[src/rtl/core/cles_pkg.sv]
// Shared types, constants and init-sequence decoding for the LCD expander sequencer.
package cles_pkg;

	// Operation codes of the input channel
	typedef enum logic [2:0] {
		OP_INIT      = 3'd0,
		OP_CMD       = 3'd1,
		OP_DATA      = 3'd2,
		OP_CURSOR    = 3'd3,
		OP_CLEAR     = 3'd4,
		OP_HOME      = 3'd5,
		OP_BACKLIGHT = 3'd6,
		OP_NONE      = 3'd7
	} op_t;

	// Configuration register indexes
	localparam logic [1:0] CFG_BUS_ADDRESS = 2'd0;
	localparam logic [1:0] CFG_COLUMNS     = 2'd1;
	localparam logic [1:0] CFG_ROWS        = 2'd2;

	// Configuration reset values
	localparam logic [6:0] BUS_ADDRESS_RST = 7'd39;
	localparam logic [5:0] COLUMNS_RST     = 6'd20;
	localparam logic [2:0] ROWS_RST        = 3'd4;

	// Display size limits for cursor clamping
	localparam logic [2:0] ROW_COUNT_MAX    = 3'd4;
	localparam logic [5:0] COLUMN_COUNT_MAX = 6'd40;

	// LCD command bytes
	localparam logic [7:0] LCD_SET_DDRAM    = 8'h80;
	localparam logic [7:0] LCD_FUNCTION_SET = 8'h28;
	localparam logic [7:0] LCD_DISPLAY_OFF  = 8'h08;
	localparam logic [7:0] LCD_CLEAR        = 8'h01;
	localparam logic [7:0] LCD_HOME         = 8'h02;
	localparam logic [7:0] LCD_ENTRY_MODE   = 8'h06;
	localparam logic [7:0] LCD_DISPLAY_ON   = 8'h0C;
	localparam logic [3:0] NIB_WAKE         = 4'h3;
	localparam logic [3:0] NIB_FOUR_BIT     = 4'h2;

	// Wait times in microseconds
	localparam logic [15:0] WAIT_POWER_UP   = 16'd50000;
	localparam logic [12:0] WAIT_STROBE     = 13'd1;
	localparam logic [12:0] WAIT_NIBBLE     = 13'd50;
	localparam logic [12:0] WAIT_BL_INIT    = 13'd1000;
	localparam logic [12:0] WAIT_WAKE_LONG  = 13'd4550;
	localparam logic [12:0] WAIT_WAKE_SHORT = 13'd250;
	localparam logic [12:0] WAIT_CMD        = 13'd1650;
	localparam logic [12:0] WAIT_CMD_SLOW   = 13'd3650;
	localparam logic [12:0] WAIT_DATA       = 13'd100;

	// Write counts per operation
	localparam logic [4:0] INIT_WRITES = 5'd29;
	localparam logic [4:0] BYTE_WRITES = 5'd4;
	localparam logic [4:0] BL_WRITES   = 5'd1;

	// Row start addresses in display memory
	localparam logic [7:0] ROW_BASE [4] = '{8'h00, 8'h40, 8'h14, 8'h54};

	// Controller to datapath commands
	typedef struct packed {
		logic       load;
		logic [4:0] step;
	} cmd_t;

	// One write of the init sequence, backlight added by the caller
	typedef struct packed {
		logic [3:0]  nib;
		logic        e;
		logic [12:0] after;
	} init_wr_t;

	function automatic logic [4:0] write_count(input op_t op);
		logic [4:0] n;
		case (op)
			OP_INIT:      n = INIT_WRITES;
			OP_BACKLIGHT: n = BL_WRITES;
			OP_NONE:      n = 5'd0;
			default:      n = BYTE_WRITES;
		endcase
		return n;
	endfunction

	function automatic init_wr_t init_write(input logic [4:0] step);
		logic [4:0] s;
		logic [4:0] t;
		logic [7:0] cb;
		init_wr_t   r;
		s = step - 5'd1;
		t = step - 5'd9;
		cb = LCD_DISPLAY_ON;
		r = '0;
		if (step == 5'd0) begin
			r.after = WAIT_BL_INIT;
		end else if (step < 5'd9) begin
			// wake-up nibbles: three 0x3 then one 0x2
			r.nib = (s[2:1] == 2'd3) ? NIB_FOUR_BIT : NIB_WAKE;
			r.e = ~s[0];
			r.after = s[0] ? (s[2] ? WAIT_WAKE_SHORT : WAIT_WAKE_LONG) : WAIT_STROBE;
		end else begin
			case (t[4:2])
				3'd0:    cb = LCD_FUNCTION_SET;
				3'd1:    cb = LCD_DISPLAY_OFF;
				3'd2:    cb = LCD_CLEAR;
				3'd3:    cb = LCD_ENTRY_MODE;
				default: cb = LCD_DISPLAY_ON;
			endcase
			r.nib = t[1] ? cb[3:0] : cb[7:4];
			r.e = ~t[0];
			if (t[1:0] == 2'd3) begin
				r.after = (t[4:2] == 3'd2) ? WAIT_CMD_SLOW : WAIT_CMD;
			end else begin
				r.after = t[0] ? WAIT_NIBBLE : WAIT_STROBE;
			end
		end
		return r;
	endfunction

endpackage

[src/rtl/core/cles_ctrl.sv]
// Controller state machine: input/output handshakes and the write step counter.
module cles_ctrl (
	input  logic              clk,
	input  logic              arst_n,
	input  logic              in_valid,
	output logic              in_ready,
	input  logic [2:0]        operation,
	output logic              out_valid,
	input  logic              out_ready,
	output logic              last,
	output cles_pkg::cmd_t    cmd
);
	import cles_pkg::*;

	typedef enum logic {
		S_IDLE,
		S_RUN
	} state_t;

	state_t     state_q;
	logic [4:0] step_q;
	logic [4:0] last_step_q;
	logic [4:0] count;
	logic       in_xfer;
	logic       out_xfer;

	assign count    = write_count(op_t'(operation));
	assign in_ready = (state_q == S_IDLE);
	assign in_xfer  = in_valid && in_ready;
	assign out_valid = (state_q == S_RUN);
	assign out_xfer = out_valid && out_ready;
	assign last     = (step_q == last_step_q);

	assign cmd.load = in_xfer;
	assign cmd.step = step_q;

	// Advance through the writes of one operation
	always_ff @(posedge clk or negedge arst_n) begin
		if (!arst_n) begin
			state_q     <= S_IDLE;
			step_q      <= '0;
			last_step_q <= '0;
		end else begin
			case (state_q)
				S_IDLE: begin
					if (in_xfer && (count != 5'd0)) begin
						state_q     <= S_RUN;
						step_q      <= '0;
						last_step_q <= count - 5'd1;
					end
				end
				S_RUN: begin
					if (out_xfer) begin
						if (last) begin
							state_q <= S_IDLE;
							step_q  <= '0;
						end else begin
							step_q <= step_q + 5'd1;
						end
					end
				end
				default: state_q <= S_IDLE;
			endcase
		end
	end

	// Final transfer of an operation frees the input side
	a_last_frees: assert property (@(posedge clk) disable iff (!arst_n)
		out_valid && out_ready && last |=> in_ready)
		else $error("input not ready after final transfer");

	// Step counter never passes the final write
	a_step_bound: assert property (@(posedge clk) disable iff (!arst_n)
		(state_q == S_RUN) |-> (step_q <= last_step_q))
		else $error("step counter beyond final write");

	// Unused operation code produces no writes
	a_none_idle: assert property (@(posedge clk) disable iff (!arst_n)
		in_valid && in_ready && (operation == OP_NONE) |=> !out_valid)
		else $error("writes issued for unused operation");

endmodule

[src/rtl/core/cles_dp.sv]
// Datapath: configuration registers, operation latch and expander byte formatting.
module cles_dp (
	input  logic              clk,
	input  logic              arst_n,
	input  cles_pkg::cmd_t    cmd,
	input  logic [2:0]        operation,
	input  logic [7:0]        value,
	input  logic [1:0]        row,
	input  logic [5:0]        col,
	input  logic              backlight_on,
	input  logic              cfg_we,
	input  logic [1:0]        cfg_index,
	input  logic [6:0]        cfg_data,
	output logic [6:0]        bus_address_res,
	output logic [7:0]        expander_byte,
	output logic [15:0]       wait_before_us,
	output logic [12:0]       wait_after_us
);
	import cles_pkg::*;

	logic [6:0] bus_address_q;
	logic [5:0] columns_q;
	logic [2:0] rows_q;
	logic       bl_q;
	op_t        op_q;
	logic [7:0] byte_q;
	logic       rs_q;

	op_t        op_in;
	logic [2:0] eff_rows;
	logic [5:0] eff_cols;
	logic [2:0] row_c;
	logic [5:0] col_c;
	logic [7:0] cursor_addr;
	logic [7:0] load_byte;
	init_wr_t   iw;
	logic [1:0] w;
	logic [3:0] nib;

	assign op_in = op_t'(operation);

	// Saturate the display size and clamp the cursor target
	always_comb begin
		eff_rows = rows_q;
		if (rows_q == 3'd0) eff_rows = 3'd1;
		else if (rows_q > ROW_COUNT_MAX) eff_rows = ROW_COUNT_MAX;
		eff_cols = columns_q;
		if (columns_q == 6'd0) eff_cols = 6'd1;
		else if (columns_q > COLUMN_COUNT_MAX) eff_cols = COLUMN_COUNT_MAX;
		row_c = {1'b0, row};
		if (row_c >= eff_rows) row_c = eff_rows - 3'd1;
		col_c = col;
		if (col_c >= eff_cols) col_c = eff_cols - 6'd1;
		cursor_addr = ROW_BASE[row_c[1:0]] + {2'b00, col_c};
	end

	// Pick the logical byte for the operation
	always_comb begin
		case (op_in)
			OP_CMD:    load_byte = value;
			OP_DATA:   load_byte = value;
			OP_CURSOR: load_byte = LCD_SET_DDRAM | cursor_addr;
			OP_CLEAR:  load_byte = LCD_CLEAR;
			OP_HOME:   load_byte = LCD_HOME;
			default:   load_byte = 8'h00;
		endcase
	end

	// Hold configuration and backlight state
	always_ff @(posedge clk or negedge arst_n) begin
		if (!arst_n) begin
			bus_address_q <= BUS_ADDRESS_RST;
			columns_q     <= COLUMNS_RST;
			rows_q        <= ROWS_RST;
			bl_q          <= 1'b1;
		end else begin
			if (cfg_we) begin
				case (cfg_index)
					CFG_BUS_ADDRESS: bus_address_q <= cfg_data;
					CFG_COLUMNS:     columns_q <= cfg_data[5:0];
					CFG_ROWS:        rows_q <= cfg_data[2:0];
					default:         ;
				endcase
			end
			if (cmd.load) begin
				if (op_in == OP_INIT) bl_q <= 1'b1;
				else if (op_in == OP_BACKLIGHT) bl_q <= backlight_on;
			end
		end
	end

	// Latch the operation payload on input transfer
	always_ff @(posedge clk) begin
		if (cmd.load) begin
			op_q   <= op_in;
			byte_q <= load_byte;
			rs_q   <= (op_in == OP_DATA);
		end
	end

	assign iw  = init_write(cmd.step);
	assign w   = cmd.step[1:0];
	assign nib = w[1] ? byte_q[3:0] : byte_q[7:4];

	// Format the current expander write
	always_comb begin
		bus_address_res = bus_address_q;
		wait_before_us  = '0;
		case (op_q)
			OP_INIT: begin
				expander_byte = {iw.nib, bl_q, iw.e, 2'b00};
				wait_after_us = iw.after;
				if (cmd.step == 5'd0) wait_before_us = WAIT_POWER_UP;
			end
			OP_BACKLIGHT: begin
				expander_byte = {4'h0, bl_q, 3'b000};
				wait_after_us = '0;
			end
			default: begin
				expander_byte = {nib, bl_q, ~w[0], 1'b0, rs_q};
				if (!w[0]) wait_after_us = WAIT_STROBE;
				else if (!w[1]) wait_after_us = WAIT_NIBBLE;
				else if (op_q == OP_DATA) wait_after_us = WAIT_DATA;
				else if (op_q == OP_CLEAR || op_q == OP_HOME) wait_after_us = WAIT_CMD_SLOW;
				else wait_after_us = WAIT_CMD;
			end
		endcase
	end

endmodule

[src/rtl/core/char_lcd_expander_sequencer_top.sv]
// Top level of the character LCD sequencer for a 4-bit bus behind an I/O expander.
//
// Input channel (in_valid/in_ready) takes one LCD operation: init, command,
// data, set cursor, clear, home or backlight. Output channel
// (out_valid/out_ready) delivers one expander write per transfer with its bus
// address, expander byte and the waits before and after it; last marks the
// final write of an operation. Configuration (cfg_valid/cfg_ready) writes bus
// address, columns or rows by index and is always ready.
// Latency: the first write is valid the cycle after the input transfer.
// Throughput: one write per cycle while out_ready is high; an operation issues
// N writes (init 29, byte operations 4, backlight 1), counted by the
// controller's step counter, which serves one operation at a time. The
// unused operation code is accepted and produces nothing.
// Reset: no write pending, bus address 39, 20 columns, 4 rows, backlight on.
// When the receiver stalls, the current write holds and no new operation is
// accepted until the final write of the current one transfers.
module char_lcd_expander_sequencer_top (
	input  logic        clk,
	input  logic        arst_n,
	input  logic        in_valid,
	output logic        in_ready,
	input  logic [2:0]  operation,
	input  logic [7:0]  value,
	input  logic [1:0]  row,
	input  logic [5:0]  col,
	input  logic        backlight_on,
	output logic        out_valid,
	input  logic        out_ready,
	output logic [6:0]  bus_address_res,
	output logic [7:0]  expander_byte,
	output logic [15:0] wait_before_us,
	output logic [12:0] wait_after_us,
	output logic        last,
	input  logic        cfg_valid,
	output logic        cfg_ready,
	input  logic [1:0]  cfg_index,
	input  logic [6:0]  cfg_data
);
	import cles_pkg::*;

	cmd_t cmd;

	assign cfg_ready = 1'b1;

	cles_ctrl u_ctrl (
		.clk       (clk),
		.arst_n    (arst_n),
		.in_valid  (in_valid),
		.in_ready  (in_ready),
		.operation (operation),
		.out_valid (out_valid),
		.out_ready (out_ready),
		.last      (last),
		.cmd       (cmd)
	);

	cles_dp u_dp (
		.clk             (clk),
		.arst_n          (arst_n),
		.cmd             (cmd),
		.operation       (operation),
		.value           (value),
		.row             (row),
		.col             (col),
		.backlight_on    (backlight_on),
		.cfg_we          (cfg_valid && cfg_ready),
		.cfg_index       (cfg_index),
		.cfg_data        (cfg_data),
		.bus_address_res (bus_address_res),
		.expander_byte   (expander_byte),
		.wait_before_us  (wait_before_us),
		.wait_after_us   (wait_after_us)
	);

endmodule
[config.mk]
export PLATFORM = sky130hd
export DESIGN_NAME = char_lcd_expander_sequencer_top
export DESIGN_NICKNAME = d
export VERILOG_FILES = /design/src/rtl/core/cles_pkg.sv /design/src/rtl/core/cles_ctrl.sv /design/src/rtl/core/cles_dp.sv /design/src/rtl/core/char_lcd_expander_sequencer_top.sv
export SDC_FILE = /design/constraint.sdc
export NUM_CORES = 1
export LEC_CHECK = 0
export BUFFER_PORTS_ARGS = -buffer_cell sky130_fd_sc_hd__clkbuf_2
export CAP_MARGIN = 10
export CORE_MARGIN = 10
export CORE_UTILIZATION = 40
export DETAILED_ROUTE_END_ITERATION = 7
export PLACE_DENSITY = 0.66
export SYNTH_ARGS = -nofsm -noshare
export SYNTH_HDL_FRONTEND = slang
export SYNTH_SLANG_ARGS = --single-unit
[constraint.sdc]
create_clock -name clk -period 3.15 [get_ports clk]
set_clock_uncertainty 0.15 [all_clocks]
set_input_delay 0.4725 -clock clk [delete_from_list [all_inputs] [get_ports clk]]
set_output_delay 0.4725 -clock clk [all_outputs]
set_load 0.005 [all_outputs]
# Word level (Yosys, flattened, before mapping)
# Cells that the tools add are included.
[totals]
reg_bits = 40
latch_bits = 0
ram_bits = 0
rom_bits = 0
in_bits = 34
out_inout_bits = 48
elab_cells = 110
n_memories = 0
[op_classes]
n_addsub = 7
multipliers = 0
div = 0
n_lt_le_gt_ge = 6
n_eq_ne = 21
shifts = 0
n_mux = 41
n_bitwise = 5
n_reduce_logical = 20
[op_table]
columns = ["operator", "n"]
rows = [
  ["two-way mux 13 bit", 7],
  ["two-way mux 16 bit", 2],
  ["case mux 8 bit (4 select lines)", 1],
  ["case mux 13 bit (2 select lines)", 1],
  ["two-way mux 12 bit", 2],
  ["two-way mux 6 bit", 4],
  ["case mux 6 bit (4 select lines)", 1],
  ["equality test 3 bit, second input constant", 7],
  ["two-way mux 5 bit", 4],
  ["two-way mux 18 bit", 1],
  ["binary-select mux 8 bit (select 2 bit)", 1],
  ["case mux 8 bit (2 select lines)", 1],
  ["equality test 3 x 2 -> 1 bit, second input constant", 5],
  ["case mux 5 bit (3 select lines)", 1],
  ["two-way mux 7 bit", 2],
  ["logical NOT 3 bit", 4],
  ["AND reduction 2 bit", 6],
  ["case mux 5 bit (2 select lines)", 1],
  ["two-way mux 4 bit", 2],
  ["adder 7 x 6 -> 7 bit", 1],
  ["equality test 2 bit, second input constant", 3],
  ["equality test 3 x 1 -> 1 bit, second input constant", 2],
  [">= comparator 6 bit", 1],
  ["greater-than comparator 6 bit, second input constant", 1],
  ["27 further kinds", 39],
]

# Depth between registers and ports, before layout
[logic_depth]
ltp_word = 11
depth_mapped = 17
ltp_nobuf = 16

# By module
# From an unflattened synthesis, not the netlist that was laid out.
[unflattened]
hier_cells = 362
area_unflattened_um2 = 3131.8
[modules_own_cells]
columns = ["module", "instances", "cells_each", "area_each_um2", "seq_area_each_um2"]
rows = [
  ["cles_dp", 1, 298, 2532.4, 795.8],
  ["cles_ctrl", 1, 62, 588.1, 250.2],
  ["char_lcd_expander_sequencer_top", 1, 2, 11.3, 0.0],
]

# Worst setup path after synthesis
# Ideal clock, no wire load.
[synth_timing]
path_kind = "reg-to-reg"
from = "register u_dp.columns_q[4]"
to = "register u_dp.byte_q[3], data pin"
setup_time_ps = 265
arrival_time_ps = 2847
required_ps = 2735
setup_slack_ps = -112
path_stages_with_launch = 17
n_path_buf = 1
period_less_slack_ps = 3262
path_cell_list = "dfstp_2 > nor2_1 > a21oi_1 > a2bb2oi_1 > inv_1 > ha_1 > nand2b_1 > a31oi_1 > o21ai_1 > buf_4 > nor2_1 > a21oi_1 > ha_1 > ha_1 > mux2_2 > a22oi_1 > nor2_1"
[synth_between]
elab_chain_len = 7
word_cells_on_any_way = 9
classes_between = "add/sub: 2; order compare: 2; mux: 4; reduce/logical: 1"
[synth_lines]
columns = ["element", "line", "source"]
rows = [
  ["start: declaration", "cles_dp.sv:22", "logic [5:0] columns_q;"],
  ["start signal: assignment", "cles_dp.sv:80", "CFG_COLUMNS: columns_q <= cfg_data[5:0];"],
  ["greater-than comparator 6 bit", "cles_dp.sv:49", "else if (columns_q > COLUMN_COUNT_MAX) eff_cols = COLUMN_COUNT_MAX;"],
  ["two-way mux 6 bit", "cles_dp.sv:49", ""],
  ["two-way mux 6 bit *", "cles_dp.sv:48", "if (columns_q == 6'd0) eff_cols = 6'd1;"],
  ["subtractor 6 x 1 -> 6 bit / >= comparator 6 bit (equally long branches)", "cles_dp.sv:53", "if (col_c >= eff_cols) col_c = eff_cols - 6'd1;"],
  ["two-way mux 6 bit *", "cles_dp.sv:53", ""],
  ["adder 7 x 6 -> 7 bit *", "cles_dp.sv:54", "cursor_addr = ROW_BASE[row_c[1:0]] + {2'b00, col_c};"],
  ["case mux 8 bit (4 select lines) *", "cles_dp.sv:59", "case (op_in)"],
  ["net u_dp.load_byte[3]", "cles_dp.sv:35", "logic [7:0] load_byte;"],
  ["end signal: assignment", "cles_dp.sv:96", "byte_q <= load_byte;"],
  ["end: declaration", "cles_dp.sv:26", "logic [7:0] byte_q;"],
]
# Mark *: on every way through the listed nets, which the timed path passes. The rest lies on a longest branch.
# A chain may end at the register's enable or synchronous reset.

# Worst setup path in the final report
[layout_timing]
from = "register u_dp.columns_q[4]"
to = "register u_dp.byte_q[5], data pin"
# Same word-level chain as after synthesis.

==> run_results.csv <==
group,metric,value,unit
pwr,switching_share,0.434,
floorplan,placeableCoreArea,0.00765,sq mm
placed_design,placed_area,0.00357,sq mm
sta,max_freq,316,MHz
routing,first_iter_violations,101,
routing,dr.pass1.iters,4,
worst_hold_path,hold_path.class,"in2async",
synthesis,synth-adder-area-share,0.0686,
synthesis,synth_top_family_by_area,"simple AND/OR/NAND/NOR gates",
cells_and_area,utilization,0.497,
worst_setup_path,startpoint_type,"flip-flop",
routing,viasPerCell,5.19,
cells_and_area,area_delta_synth_final,22.7,%
synthesis,synth_edf_count,12,
global_routing,busiest_layer,"met2",
sta,finalMaxSlewViolations,0,
global_routing,grt_pass1_wl,12600,um
synthesis,yosysUniqueCellTypes,59,
synthesis,yosys.area_share.simple,0.195,
sta,fin_ws,-0.0130,ns
clock_network,cts_tree,"yes",
synthesis,yosysSeqAreaShare,0.337,
global_routing,grt_usage,0.129,
routing,drtAntennaViolNets,0,
routing,vias,2742,
pwr,seqPwrFrac,0.287,
clock_network,cts.sinks,39,
clock_network,cts_max_level,2,
worst_setup_path,crit_chain,"nor2_4, a21oi_2, a2bb2oi_2, inv_2, ha_4, nand2b_4, a31oi_4, o21ai_4, nor2_2, a21oi_4, ha_4, a311o_1, a211o_1, o311ai_1",
synthesis,ys_ff_latch,39,
pwr,power.density,718,mW/mm^2
worst_setup_path,critical_path_required,3.11,ns
clock_network,cts_hold_buf,0,
placed_design,io_buffers,69,
routing,wl_per_cell,14.6,um
worst_setup_path,crit_arrival,3.12,ns
synthesis,synthXorXnorAreaFrac,0.0226,
sta,fin_tns_setup,-0.0130,ns
worst_setup_path,critPathKind,"reg2reg",
placed_design,dp.cells,519,
cells_and_area,fin_nets,476,
sta,finalCriticalPeriod,3.16,ns
sta,setup_viol,1,
clock_network,cts_buffers,5,
routing,wl,7700,um
sta,tightest_slew,0.780,ns
cells_and_area,diodes,0,
floorplan,dieWidth,108,um
synthesis,async_reset_ff_frac,0.692,
cells_and_area,instances_no_fill,528,
pwr,p_sw,1.18,mW
clock_network,clk_pin_slew_worst_paths,0.09,ns
placed_design,hpwl,6000,um
synthesis,synthMuxAreaShare,0.0956,
synthesis,synth_cells,355,
cells_and_area,final_cell_mix,"clkbuf_2 (69), nand2_1 (34), nor2_1 (28), a21oi_1 (22), mux2_2 (20)",
clock_network,clock_path_buffers,2,
pwr,p_int,1.55,mW
global_routing,grt_util_met1,0.153,
worst_setup_path,crit_top_cell,"ha_4",
sta,hold_violations,0,
synthesis,avgSynthCellArea,8.73,sq um
sta,finalCritPeriodShare,1.00,
worst_setup_path,slowest_stage,"dfstp_2",
status,violations,"negative setup slack",
global_routing,use_met2,0.228,
synthesis,synthFlopType,"dfrtp_1",
synthesis,yosysWarnings,0,
worst_setup_path,worstPathMaxFanout,7,
worst_setup_path,critPathTopFamily,"compound AO/OA/AOI/OAI gates",
routing,drc,0,
cells_and_area,design_area,0.00380,sq mm
synthesis,synth_compound_area_frac,0.187,
floorplan,rows,32,
sta,rsz0062_at_grt,"yes",
worst_setup_path,crit_buf_inv,1,
global_routing,antenna_found_initial,0,
pwr,clock_power_share,0.129,
worst_setup_path,max_stage_delay,0.56,ns
worst_setup_path,worstSetupEndpointType,"flip-flop",
cells_and_area,final_common_cell,"clkbuf_2",
clock_network,clk_latency,0.29,ns
floorplan,die_area,0.0117,sq mm
global_routing,overflow,0,
floorplan,initial_core_util,0.405,
global_routing,grt_max_degree,28,
sta,relSlewSlack,0.476,
job,max-cap-violations,0,
pwr,p_leak,1.70,nW
cells_and_area,drive_above_1_share,0.366,
clock_network,cts-root-buf,"clkbuf_8",
synthesis,syn_area,0.00310,sq mm
pwr,pwr-share-comb,0.584,
placed_design,place.gp.congestion,0.842,
pwr,vdd_drop_max,285,uV
status,status,"finished, violations left",
cells_and_area,fill_cells,756,
global_routing,grtUsageMet3,0.0357,
pwr,power.total,2.73,mW
floorplan,num_io_pins,82,
global_routing,first_global_vias,2676,
floorplan,die_h,108,um
[timing repair]
item | 4_1_cts | 5_1_grt
endpoints found under the setup margin | 5 | 5
resized for setup | 11 | 11
buffers inserted | 1 | 0
hold endpoints to repair | 0 | 0
pin swaps | 15 | 8
[power groups by stage]
stage	registers [mW]	logic [mW]	clock network (mW)
2_1_floorplan	0.757	1.08	0
3_3_place_gp	0.790	1.45	0
3_5_place_dp	0.795	1.48	0
4_1_cts	0.785	1.54	0.366
5_1_grt	0.808	1.78	0.392
6_report	0.783	1.60	0.352
[per-layer routing]
layer / up-vias / routed length [um]
met1: 1289 / 3220
li1: 1379 / -
met2: 69 / 3920
met4: 0 / 44
met5: - / 0
met3: 5 / 504
[cells by family (layout without fill, tap and decap cells)]
group	after synthesis	after routing
simple gates	119	119
compound gates	89	89
buf+inv	54	115
flops	39	39
mux	27	27
fa+ha+maj	17	17
xor+xnor	8	8
other cells	2	12
[synthesized netlist by cell type (6+ instances only)]
cell type	instances	area (sq um)
nor3_1	6	30.0
mux2i_1	6	60.1
o21ai_1	12	60.1
dfrtp_1	19	475
dfstp_2	8	210
ha_1	17	213
o21ai_0	8	40.0
clkbuf_1	12	45.0
edfxtp_1	12	360
mux2_2	21	236
nand2_1	34	128
buf_4	20	150
a21oi_1	26	130
nand2b_1	7	43.8
nand3_1	8	40.0
nor2b_1	7	43.8
inv_1	17	63.8
nand3b_1	7	52.6
xor2_1	6	52.6
nor2_1	31	116
[path summary, 6_finish.rpt]
check,startpoint,endpoint,slack [ns],depth (start not counted)
max,u_dp.columns_q[4],u_dp.byte_q[5],-0.01,14
min,arst_n,u_ctrl.step_q[3],0.05,1
min reg2reg,u_ctrl.last_step_q[4],u_ctrl.last_step_q[4],0.36,2
max in group asynchronous,arst_n,u_dp.columns_q[3],2.37,1
min in group clk,cfg_data[6],u_dp.bus_address_res[6],0.26,2
max reg2reg,u_dp.columns_q[4],u_dp.byte_q[5],-0.01,14
[metrics by stage]
stage	setup slack, ns	hold slack [ns]
final	-0.0130	0.0508
after global routing	-0.135	0.0793
after CTS	-0.0476	0.0669
after detailed placement	-0.176	0.347
after global placement	-0.0713	0.341
after floorplan	0.00457	0.0269
[worst reg2reg max path: stages (launching register included)]
cell	delay, ns
dfstp_2	0.56
nor2_4	0.04
a21oi_2	0.14
a2bb2oi_2	0.17
inv_2	0.06
ha_4	0.26
nand2b_4	0.12
a31oi_4	0.09
o21ai_4	0.26
nor2_2	0.10
a21oi_4	0.17
ha_4	0.23
a311o_1	0.31
a211o_1	0.26
o311ai_1	0.08
[final cells by class]
type | instances | area (sq um) | area share
well taps | 102 | 128 | 0.0336
multi-input cells | 272 | 1970 | 0.517
clock inverters | 3 | 22.5 | 0.00592
repair buffers | 89 | 503 | 0.132
clock buffers | 5 | 68.8 | 0.0181
flip-flops and latches | 39 | 1050 | 0.275
inverters | 18 | 67.6 | 0.0178
[registers in the layout, indices dropped and copies added, names as in the netlist]
register and count:
u_dp.rows_q 3, u_dp.bl_q 1, u_dp.byte_q 8, u_ctrl.out_valid 1
u_dp.op_q 3, u_ctrl.step_q 5, u_dp.columns_q 6, u_ctrl.last_step_q 4
u_dp.rs_q 1, u_dp.bus_address_res 7
Note: power is estimated with default switching activity, not from simulation.
